## config.mk

```make
export PLATFORM = sky130hd
export DESIGN_NAME = cbfd_mul
export DESIGN_NICKNAME = d
export VERILOG_FILES = /design/src/hdl/cbfd_mul.sv
export SDC_FILE = /design/constraint.sdc
export NUM_CORES = 2
export LEC_CHECK = 0
export BUFFER_PORTS_ARGS = -buffer_cell sky130_fd_sc_hd__buf_2
export CAP_MARGIN = 20
export CELL_PAD_IN_SITES_DETAIL_PLACEMENT = 1
export CELL_PAD_IN_SITES_GLOBAL_PLACEMENT = 1
export CORE_MARGIN = 4
export CORE_UTILIZATION = 56
export DETAILED_ROUTE_END_ITERATION = 10
export PLACE_DENSITY = 0.95
export SLEW_MARGIN = 20
export SYNTH_ARGS = -nofsm -noshare
export SYNTH_HDL_FRONTEND = slang
export SYNTH_SLANG_ARGS = --single-unit
```

## constraint.sdc

```tcl
create_clock -name clk -period 17.8 [get_ports clk]
set_input_delay 1.78 -clock clk [delete_from_list [all_inputs] [get_ports clk]]
set_output_delay 1.78 -clock clk [all_outputs]
set_load 0.02 [all_outputs]
```

## src/hdl/cbfd_mul.sv

```systemverilog
// Two-stage signed multiplier built from four half-width partial products.
module cbfd_mul #(
  parameter int WA = 33,
  parameter int WB = 33
) (
  input  logic                  clk,
  input  logic                  en,
  input  logic signed [WA-1:0]  a,
  input  logic signed [WB-1:0]  b,
  output logic signed [WA+WB-1:0] p
);
  localparam int LA = WA / 2;
  localparam int LB = WB / 2;
  localparam int HA = WA - LA;
  localparam int HB = WB - LB;
  localparam int PW = WA + WB;

  logic signed [HA-1:0] ah;
  logic signed [HB-1:0] bh;
  logic [LA-1:0] al;
  logic [LB-1:0] bl;

  logic signed [HA+HB-1:0] pp_hh;
  logic signed [HA+LB:0]   pp_hl;
  logic signed [LA+HB:0]   pp_lh;
  logic [LA+LB-1:0]        pp_ll;

  logic signed [PW-1:0] e_hh, e_hl, e_lh, e_ll;

  assign ah = a[WA-1:LA];
  assign al = a[LA-1:0];
  assign bh = b[WB-1:LB];
  assign bl = b[LB-1:0];

  always_ff @(posedge clk) begin
    if (en) begin
      pp_hh <= ah * bh;
      pp_hl <= ah * $signed({1'b0, bl});
      pp_lh <= $signed({1'b0, al}) * bh;
      pp_ll <= al * bl;
    end
  end

  always_comb begin
    e_hh = PW'(pp_hh);
    e_hl = PW'(pp_hl);
    e_lh = PW'(pp_lh);
    e_ll = $signed(PW'(pp_ll));
  end

  always_ff @(posedge clk) begin
    if (en) begin
      p <= (e_hh <<< (LA + LB)) + (e_hl <<< LA) + (e_lh <<< LB) + e_ll;
    end
  end
endmodule

```

; ---- Yosys cells after proc, flatten, opt, wreduce, memory -nomap -nowiden
; Cells that the tools add are included.
[op_classes]
mul = 4
add_sub_neg = 3
[op_table]
columns = operator, n
row1 = $add A66 B50 Y66, 2
row2 = $mul A17 B17 Y34, 3
row3 = $add A66 B33 Y66, 1
row4 = $mul A16 B16 Y32, 1
[totals]
input_bits = 68
out_inout_bits = 66
reg_bits = 200
word_cells = 12

; ---- Logic depth before layout (Yosys ltp)
[depth]
depth_word = 3
mapped_depth = 25
depth_no_buf = 24

; ---- Worst setup path before layout
; Ideal clock, no wire load.
[synth_timing]
path_kind = input to register
startpoint = in b[18]
endpoint = reg pp_hh[30], data pin
path_slack_ps = 10421
arrival_time_ps = 7121
path_buffers = 1
path_stages = 21
setup_time_ps = 258
t_required_ps = 17542
path_cell_list = clkbuf_1 nand2_1 fa_1 fa_1 inv_1 fa_1 inv_1 fa_1 fa_1 fa_1 inv_1 ha_1 nand2_1 a21oi_1 o2111ai_1 a31oi_1 o21bai_1 a2111oi_0 nor2_1 a211o_1 xnor2_1
[synth_between]
elab_chain_cells = 1
[synth_lines]
columns = element, line_no
row1 = start: declaration, 9  ; input logic signed [WB-1:0] b,
row2 = $mul A17 B17 Y34, 37  ; pp_hh <= ah * bh;
row3 = end signal: assignment, 37
row4 = end: declaration, 23  ; logic signed [HA+HB-1:0] pp_hh;
; No other way between the ends.
; A chain may end at the register's enable or synchronous reset.

; ---- Worst setup path in the final report
[layout_timing]
startpoint = in b[7]
endpoint = reg pp_ll[31], data pin
[layout_between]
elab_chain_cells = 1
[layout_lines]
columns = element, line_no
row1 = $mul A16 B16 Y32, 40  ; pp_ll <= al * bl;
row2 = end signal: assignment, 40
row3 = end: declaration, 26  ; logic [LA+LB-1:0] pp_ll;
; No other way between the ends.

==> impl_metrics.json <==
{
  "syn2layout_area_growth_pct": 4.277,
  "drcViolationCount": 0,
  "die_w_um": 301.7,
  "wire_per_inst_um": 31.71,
  "synth_cell_types": 70,
  "r2r_end": "p[64]$_DFFE_PP_",
  "clockBufferDepth": 2,
  "die_h_um": 301.7,
  "dieArea_um2": 91000,
  "r2r_start": "pp_lh[19]$_DFFE_PP_",
  "wl_met3_um": 23890,
  "grt_overflow": 0,
  "drt_iter0_drc": 4442,
  "hold-path-cell-count": 0,
  "grt_max_degree": 70,
  "met1_length_um": 59460,
  "finalCriticalPeriod_ns": 9.415,
  "clk_pin_slew_ns": 0.11,
  "crit_slowest_cell": "o31ai_1",
  "fin_tns_setup_ns": 0,
  "cp_max_fo": 33,
  "syn-num-nets": 6527,
  "ys_warn_count": 0,
  "initial_core_util": 0.5654,
  "grt_setup_unrepaired": "false",
  "portBuffers": 133,
  "grt.total_usage": 0.4387,
  "cts_setup_buffers": 0,
  "status": "complete, no violations",
  "drv_cap": 0,
  "wl_met2_um": 89520,
  "worst_slew_pin_slew_ns": 1.157,
  "postCtsHoldBufs": 0,
  "cts_htree_levels": 4,
  "worst_hold_startpoint": "pp_ll[15]$_DFFE_PP_",
  "r2r_cells": 12,
  "final_hold_viol_count": 0,
  "hold_path_class": "reg2reg",
  "fin_nets": 6494,
  "ant_nets": 0,
  "drtPass1Iterations": 9,
  "num_rows": 107,
  "cts_sinks": 200,
  "slew_headroom": 0.2284,
  "drive_above_1_share": 0.03893,
  "syn_avg_cell_area_um2": 9.700,
  "stdcell_count": 6110,
  "gp_congestion": 0.8948,
  "cts_resized": 0,
  "skew_ns": 0.03478,
  "root_buffer": "clkbuf_16",
  "grt_pass1_wl_um": 291700,
  "syn_inst": 4979,
  "min_to": "p[15]$_DFFE_PP_",
  "async_flop_share": 0,
  "dp_cells": 6071,
  "setup_viol": 0,
  "max_freq_mhz": 106.2,
  "vias": 40010,
  "insertion_delay_ns": 0.57,
  "io_pins": 134,
  "core_um2": 85410,
  "crit_type": "in2reg",
  "crit_path_max_incr_delay_ns": 0.86,
  "r2r_slack_ns": 13.20,
  "fin_crit_sh": 0.5289,
  "crit_top_cell": "fa_1",
  "wl_um": 193800,
  "top_layer_used": "met5",
  "crit_arrival_ns": 9.75,
  "ys.flop_type": "edfxtp_1",
  "seq_area_frac_synth": 0.1244,
  "ys_ff_latch": 200,
  "synth_edf_count": 200,
  "grt_pass1_vias": 47730,
  "slew_violations": 0,
  "hpwlAfterDp_um": 132100,
  "crit_path_end_kind": "flip-flop",
  "cts_tree": "yes",
  "antenna_found_initial": 14,
  "numCtsBuffers": 17,
  "path_cells": "buf_2 > nand2_1 > fa_1 > inv_1 > fa_1 > inv_1 > fa_1 > inv_1 > fa_1 > fa_1 > inv_1 > fa_1 > inv_1 > ha_1 > nand3_1 > o31ai_1 > a21oi_1 > o31ai_1 > nand4_1 > a31oi_1 > nand2b_1 > a31oi_1 > xnor2_1",
  "crit_path_start_kind": "primary input",
  "required_ns": 18.13,
  "avgViaCountPerCell": 6.548,
  "syn_area_um2": 48300
}
## per-layer routing
metal,track usage,vias to the layer above
li1,-,14920
met1,0.4598,19820
met2,0.6940,3548
met3,0.1662,1718
met4,0.3776,10
met5,0,-
## Yosys cell counts, types with 39 or more instances
cell type,n,area [µm²]
fa_1,1028,20580
edfxtp_1,200,6006
and2_1,524,3278
xnor2_1,127,1112
a21oi_1,119,595.6
nand2b_1,39,244.0
o21ai_0,45,225.2
a21o_1,66,495.5
inv_1,1142,4287
xor2_1,39,341.6
clkbuf_1,198,743.2
nand2_1,603,2263
nor2_1,102,382.9
ha_1,452,5655
## worst max-delay path by stage
stage | startpoint | end
final | b[7] | pp_ll[31]$_DFFE_PP_
after global placement | b[7] | pp_ll[31]$_DFFE_PP_
after detailed placement | b[7] | pp_ll[31]$_DFFE_PP_
after global routing | b[7] | pp_ll[29]$_DFFE_PP_
after CTS | b[7] | pp_ll[31]$_DFFE_PP_
after floorplan | b[18] | pp_hh[30]$_DFFE_PP_
## critical path, delay by kind of cell
kind,cells,cell delay (ns)
buffers and inverters,6,1.29
AOI/OAI and AO/OA,5,1.91
and+or+nand+nor,4,0.94
adders and majority gates,7,3.66
xor gates and xnor gates,1,0.11
## state kept, by name, indices dropped and copies added, names as in the netlist
name	cells
p	66
pp_hh	34
pp_hl	34
pp_lh	34
pp_ll	32
## layout by cell type (no fill, tap or decap), types with 4 or more instances in the layout
| cell type | instances |
|---|---|
| a21oi_1 | 119 |
| o21bai_1 | 13 |
| and2_1 | 524 |
| inv_1 | 1142 |
| a31oi_1 | 13 |
| xor2_1 | 39 |
| a21boi_1 | 6 |
| a2111oi_0 | 6 |
| nor2b_1 | 12 |
| o31a_1 | 6 |
| a211oi_1 | 23 |
| nor3_1 | 19 |
| o21ai_0 | 45 |
| nand2b_1 | 39 |
| inv_6 | 4 |
| o211ai_1 | 13 |
| fa_1 | 1028 |
| o31ai_1 | 8 |
| clkbuf_16 | 17 |
| a21o_1 | 66 |
| o21a_1 | 30 |
| buf_4 | 15 |
| edfxtp_1 | 200 |
| nor2_1 | 102 |
| inv_8 | 4 |
| or3_1 | 6 |
| buf_2 | 132 |
| nand2_1 | 603 |
| and3_1 | 18 |
| o21ai_1 | 31 |
| nand4_1 | 10 |
| nand3_1 | 27 |
| xnor2_1 | 127 |
| diode_2 | 9 |
| ha_1 | 452 |
## per-stage QoR
| stage | setup slack (ns) | utilization | cell area [µm²] | hold slack [ns] |
|---|---|---|---|---|
| after floorplan | 10.42 | - | 48300 | 0.4003 |
| after global placement | 9.363 | 0.5826 | 49770 | 0.4027 |
| after global routing | 8.388 | 0.5894 | 50340 | 0.4366 |
| final | 8.385 | 0.5896 | 50360 | 0.4152 |
| after CTS | 9.141 | 0.5892 | 50330 | 0.4167 |
| after detailed placement | 8.825 | 0.5826 | 49770 | 0.4057 |
## kinds of logic (layout without fill, tap and decap cells)
group / after synthesis / in the layout / share of synthesized area
adders and majority gates: 1480 / 1480 / 0.5432
and+or+nand+nor: 1377 / 1377 / 0.1413
buffers and inverters: 1342 / 1320 / 0.1043
AOI/OAI and AO/OA: 414 / 414 / 0.05674
DFF: 200 / 200 / 0.1244
xor gates and xnor gates: 166 / 166 / 0.03010
other: 0 / 9 / 0
## area by class of cell
class	count	area, µm²
repair buffers	148	788.3
clock inverters	13	135.1
inverters	1142	4287
flip-flops and latches	200	6006
well taps	1144	1431
multi-input cells	3437	37270
fillers	9511	35050
diodes	9	22.52
clock buffers	17	425.4
Power is not shown: default switching activity piles up to over one toggle a cycle in this logic, so the estimate is an artifact.
