File: src/hdl/cbfd_pkg.sv
// Shared widths and step counts for the bead force direction pipeline.
package cbfd_pkg;
  localparam int T_W        = 31;
  localparam int N2_W       = 64;
  localparam int LEN_W      = 32;
  localparam int NUM_W      = 62;
  localparam int U_W        = 31;
  localparam int ROUND_SHIFT = 30;
  localparam int SQRT_STEPS = 32;
  localparam int DIV_STEPS  = 31;
  localparam int MUL_LAT    = 2;

  typedef logic [T_W-1:0]   mant_t;
  typedef logic [N2_W-1:0]  norm2_t;
  typedef logic [LEN_W-1:0] len_t;
  typedef logic [NUM_W-1:0] num_t;
  typedef logic [U_W-1:0]   unit_t;
endpackage

File: src/hdl/cbfd_sqrt.sv
// Pipelined integer square root, one result bit per stage.
module cbfd_sqrt (
  input  logic             clk,
  input  logic             en,
  input  cbfd_pkg::norm2_t n,
  output cbfd_pkg::len_t   root
);
  import cbfd_pkg::*;

  logic [N2_W-1:0] rem_in [SQRT_STEPS];
  logic [N2_W-1:0] res_in [SQRT_STEPS];
  logic [N2_W-1:0] rem_q  [SQRT_STEPS];
  logic [N2_W-1:0] res_q  [SQRT_STEPS];

  for (genvar i = 0; i < SQRT_STEPS; i++) begin : g_step
    localparam logic [N2_W-1:0] BIT = N2_W'(1) << (N2_W - 2 - 2 * i);
    logic [N2_W-1:0] trial;

    if (i == 0) begin : g_first
      assign rem_in[i] = n;
      assign res_in[i] = '0;
    end else begin : g_next
      assign rem_in[i] = rem_q[i-1];
      assign res_in[i] = res_q[i-1];
    end

    assign trial = res_in[i] + BIT;

    always_ff @(posedge clk) begin
      if (en) begin
        if (rem_in[i] >= trial) begin
          rem_q[i] <= rem_in[i] - trial;
          res_q[i] <= (res_in[i] >> 1) + BIT;
        end else begin
          rem_q[i] <= rem_in[i];
          res_q[i] <= res_in[i] >> 1;
        end
      end
    end
  end

  assign root = res_q[SQRT_STEPS-1][LEN_W-1:0];
endmodule

File: config.mk
export PLATFORM = sky130hd
export DESIGN_NAME = cbfd_sqrt
export DESIGN_NICKNAME = d
export VERILOG_FILES = /design/src/hdl/cbfd_pkg.sv /design/src/hdl/cbfd_sqrt.sv
export SDC_FILE = /design/constraint.sdc
export NUM_CORES = 2
export LEC_CHECK = 0
export ABC_CLOCK_PERIOD_IN_PS = 5590
export BUFFER_PORTS_ARGS = -buffer_cell sky130_fd_sc_hd__buf_2
export CORE_MARGIN = 5
export CORE_UTILIZATION = 40
export DETAILED_ROUTE_END_ITERATION = 7
export REMOVE_ABC_BUFFERS = 1
export SYNTH_ARGS = -nofsm -noshare
export SYNTH_HDL_FRONTEND = slang
export SYNTH_SLANG_ARGS = --single-unit
export TNS_END_PERCENT = 20
File: constraint.sdc
create_clock -name clk -period 5.59 [get_ports clk]
set_clock_uncertainty 0.1 [all_clocks]
set_input_delay 0 -clock clk [delete_from_list [all_inputs] [get_ports clk]]
set_output_delay 0 -clock clk [all_outputs]
set_load 0.005 [all_outputs]
### Word-level counts from Yosys, hierarchy flattened

Memories as Yosys holds them, arrays and structs flattened.
Index checks and enable logic that the tools add are counted.

* input bits: 66
* bits in writable memories: 4096
* word-level logic and storage cells: 448
* output and inout bits: 32
* bits in registers: 0
* memories: 2

* multiplexer cells: 256
* bitwise operators: 64
* $add $sub $neg: 94
* order comparisons: 32

Memories
* rem_q: depth 32, bits a word 64, rd ports 31, clocked after Yosys merged registers in 0, wr ports 32, RTL line cbfd_sqrt.sv:12 `logic [N2_W-1:0] rem_q [SQRT_STEPS];`
* res_q: depth 32, bits a word 64, rd ports 32, clocked after Yosys merged registers in 0, wr ports 32, RTL line cbfd_sqrt.sv:13 `logic [N2_W-1:0] res_q [SQRT_STEPS];`

Operator list (count)
* two-way mux 64 bit: 64
* >= comparator 64 bit: 31
* subtractor 64 bit: 31
* two-way mux 1 bit: 192
* adder 63 x 1 -> 64 bit, second input constant: 1
* adder 63 x 11 -> 64 bit, second input constant: 1
* adder 63 x 13 -> 64 bit, second input constant: 1
* adder 63 x 15 -> 64 bit, second input constant: 1
* adder 63 x 17 -> 64 bit, second input constant: 1
* adder 63 x 19 -> 64 bit, second input constant: 1
* adder 63 x 21 -> 64 bit, second input constant: 1
* adder 63 x 23 -> 64 bit, second input constant: 1
* adder 63 x 25 -> 64 bit, second input constant: 1
* adder 63 x 27 -> 64 bit, second input constant: 1
* adder 63 x 29 -> 64 bit, second input constant: 1
* adder 63 x 3 -> 64 bit, second input constant: 1
* adder 63 x 31 -> 64 bit, second input constant: 1
* adder 63 x 33 -> 64 bit, second input constant: 1
* adder 63 x 35 -> 64 bit, second input constant: 1
* adder 63 x 37 -> 64 bit, second input constant: 1
* adder 63 x 39 -> 64 bit, second input constant: 1
* adder 63 x 41 -> 64 bit, second input constant: 1
* adder 63 x 43 -> 64 bit, second input constant: 1
* adder 63 x 45 -> 64 bit, second input constant: 1
* 45 further kinds: 108

### Depth between registers and ports, before layout

An unclocked memory read counts as a cell.

* depth in word-level cells: 7
* mapped depth: 14

### Worst setup path after synthesis

No wires, ideal clock.

* path kind: input to register
* from: in en
* to: mem rem_q[26][0], in the netlist rem_q[1][640] (enable)
* slack: 1697 ps
* stages: 4
* data arrival time: 3311 ps
* data required time: 5008 ps
* cells stage by stage: clkbuf_1 clkbuf_1 clkbuf_1 clkbuf_1

RTL lines
* from (decl): RTL line cbfd_sqrt.sv:4 `input logic en,`
* to (decl): RTL line cbfd_sqrt.sv:12

==> results.md <==
* Latest clock arrival within the worst-skew pair at approximately 0.90 ns
* Max Cap Viol at 0
* Remaining DRCs at 0
* Crit Path Class: reg2reg
* Final Hold Viols at 0
* Slew HR at 0.0439
* Routed length per instance at roughly 23 um
* Total power draw at around 56 mW
* Peak Freq at between 200 and 250 MHz
* Routed WL at 340,000 um
* Net Sw Frac at 0.302
* Sequential element share of the synthesized area at 0.618
* Data required, critical path at 6.09 ns
* Final ANT Viol Nets at 0
* CP Launch Type: flop
* Final Max Slew Viols at 0
* Vias at between 80,000 and 90,000
* Largest net degree at the start of global routing at about 190
* Register share of total power at 0.462
* CTS sink cnt at approximately 2,500
* Leakage at a little over 50 nW
* WHS at 0.0498 ns
* Synth area leader: edfxtp_1
* Combinational Power Share at 0.210
* TritonCTS clock tree: done
* CTS buffer count at 281
* Top-area cell type share of the netlist area at 0.618
* FF+latch area at approximately 75,000 sq um
* Initial antenna violation count at 2
* Fin util at 0.456
* Number of synthesized flops with an enable pin at 2,512
* Final worst path period share at 0.808
* Unrepaired setup endpoints after global routing: no
* Htree depth at 5
* Worst Max-Slew Pin Slew at approximately 1.4 ns
* GRT Resource Usage Total at 0.209
* Die area at around 320,000 sq um
* Multi-input combinational cell area at 43,400 sq um
* Die Wd at 563 um
* Cell count after synthesis at 9,960
* Top post-synthesis cells by count: edfxtp_1, nand2_1, inv_1, o21ai_0, ha_1
* # Post-CTS Setup Buffers at 0
* GPL Wtd Cong at ~0.95
* Fill count at between 20,000 and 30,000
* Top cells by area, synth: edfxtp_1, ha_1, xor2_1
* NetSw at approximately 17 mW
* Post-CTS Resized at 0
* Most common cell in the synthesized netlist: edfxtp_1
* YS warnings at 0
* Pre-CTS WS at 1.16 ns
* Vias in the first global route at ~80,000
* Clk buf depth at 4
* Unique cell type count in the Yosys netlist at 86
* I/O pin cnt at 98
* Crit end category: flop
* Inst Count DP at between 10,000 and 15,000
* Core Rows at approximately 200
* Arrival @ worst endpoint at about 5 ns
* Async set or reset register ratio after synthesis at 0
* First-pass DRT Iterations at 6
* Mean post-synth cell area at ~12 sq um
* Nets at 10,972
* Hpwl dp at 261,000 um
* Post-route setup slack at ~1.1 ns
* Worst hold path class: in2reg
* I/O Buffers at 97
* CTS root buf: clkbuf_16
* Critical Path Fanout Max at 30
* Main flop type after synthesis: edfxtp_1
* Clock-pin transition on the worst setup and hold timing paths at roughly 0.060 ns
* Global route overflow at 0
* Syn Std Cell Area at 122,000 sq um
* CORE AREA at just over 300,000 sq um
* Non-filler cells, final at approximately 15,000
* PD cells at approximately 410 nW/um^2
* Setup violators final at 0
* Iteration-0 DRC count of the detailed router at ~5,500
* Fin crit period at ~4.5 ns
* First-pass GRT wire length at 506,000 um
* Clock share of power at 0.327
* Vias/cell at 5.50
* Share of layout cells above drive strength 1 at 0.0728
* Int Power at 39.4 mW
* Outcome: complete, no violations
* Die H at between 500 and 600 um
* P&R area growth vs syn at 13.3%
* Yosys reg bits at between 2,000 and 3,000
* Worst IR drop on VDD at ~0.28 mV
* Initial Util at 0.402
per-stage QoR:
stage,setup TNS (ns),area (sq um)
6_report,0,138000
5_1_grt,0,138000
4_1_cts,0,138000
3_5_place_dp,0,128000
3_3_place_gp,0,128000
2_1_floorplan,-3.90,121000
state kept, by name, summed over array words and instances, names as in the netlist:
signal and flops:
rem_q 1984, res_q 528
power groups by stage:
stage,combinational (mW),clock (mW),sequential [mW]
floorplan,8.29,0,25.3
global placement,11.6,0,26.5
detailed placement,11.7,0,26.5
CTS,11.9,18.9,26.1
global route,13.1,19.7,26.3
finish,11.9,18.5,26.1
critical path, cell delays in order (launching register included):
cell and delay, ns:
edfxtp_1 0.45, ha_1 0.42, nand4_1 0.11, nor4_1 0.81, nand3_1 0.16, nor2_1 0.23
a41oi_1 0.14, and4_1 0.35, inv_1 0.09, buf_4 0.34, o21ai_0 0.15, buf_4 0.20
or4_1 0.49, xnor2_1 0.16
layout make-up:
| class | count | area share |
|---|---|---|
| Antenna cell | 6 | 0.000108 |
| Clock buffer | 333 | 0.0533 |
| Clock inverter | 169 | 0.0133 |
| Inverter | 679 | 0.0184 |
| Multi-Input combinational cell | 6534 | 0.313 |
| Sequential cell | 2512 | 0.545 |
| Tap cell | 4080 | 0.0369 |
| Timing Repair Buffer | 340 | 0.0198 |
path summary, 6_finish.rpt:
| check | startpoint | to | slack [ns] | depth (start not counted) |
|---|---|---|---|---|
| min reg2reg | rem_q[0][718]$_DFFE_PP_ | rem_q[0][782]$_DFFE_PP_ | 0.28 | 0 |
| max reg2reg | rem_q[1][109]$_DFFE_PP_ | rem_q[1][191]$_DFFE_PP_ | 1.07 | 13 |
| max | rem_q[1][109]$_DFFE_PP_ | rem_q[1][191]$_DFFE_PP_ | 1.07 | 13 |
| min | en | rem_q[0][765]$_DFFE_PP_ | 0.05 | 2 |
metal layers:
metal / track usage / part of all wire
met5: 0 / 0
met1: 0.210 / 0.35
met4: 0.118 / 0.066
met2: 0.413 / 0.55
met3: 0.0228 / 0.035
cell families after synthesis:
kind of cell | after synthesis | share of synthesized area
compound gates | 1867 | 0.0937
simple gates | 3163 | 0.134
mux | 53 | 0.00478
fa+ha+maj | 558 | 0.0572
flops | 2512 | 0.618
xor+xnor | 893 | 0.0640
buf+inv | 914 | 0.0284
repair_timing:
item | 4_1_cts | 5_1_grt
hold endpoints to repair | 501 | 0
endpoints found under the setup margin | 0 | 0
hold buffers | 130 | 0
cells in the final DEF, fill, tap and decap left out, types with 30 or more instances in the layout:
master            n
buf_4           106
ha_1            558
xor2_1          457
nand4b_1         30
o21bai_1         45
nand2_1         809
clkinv_1         47
o21a_1           90
nor4b_1          52
nor2_1          553
or4_1            99
o31ai_1          36
and2_1           38
clkinv_2         52
dlygate4sd3_1   130
edfxtp_1       2512
a211oi_1         54
nand2b_1        117
nand3_1         180
and3_1           50
mux2_2           43
nor4_1          385
clkbuf_1         45
nand3b_1         40
or3_1           102
o21ai_0         601
clkbuf_16       288
a21o_1          212
o211ai_1         47
a21oi_1         508
buf_2            96
or2_2            53
xnor2_1         436
nor2b_1          68
a31oi_1          56
nand4_1         195
nor3_1          291
inv_1           678
Power figures use the tool's default switching activity.
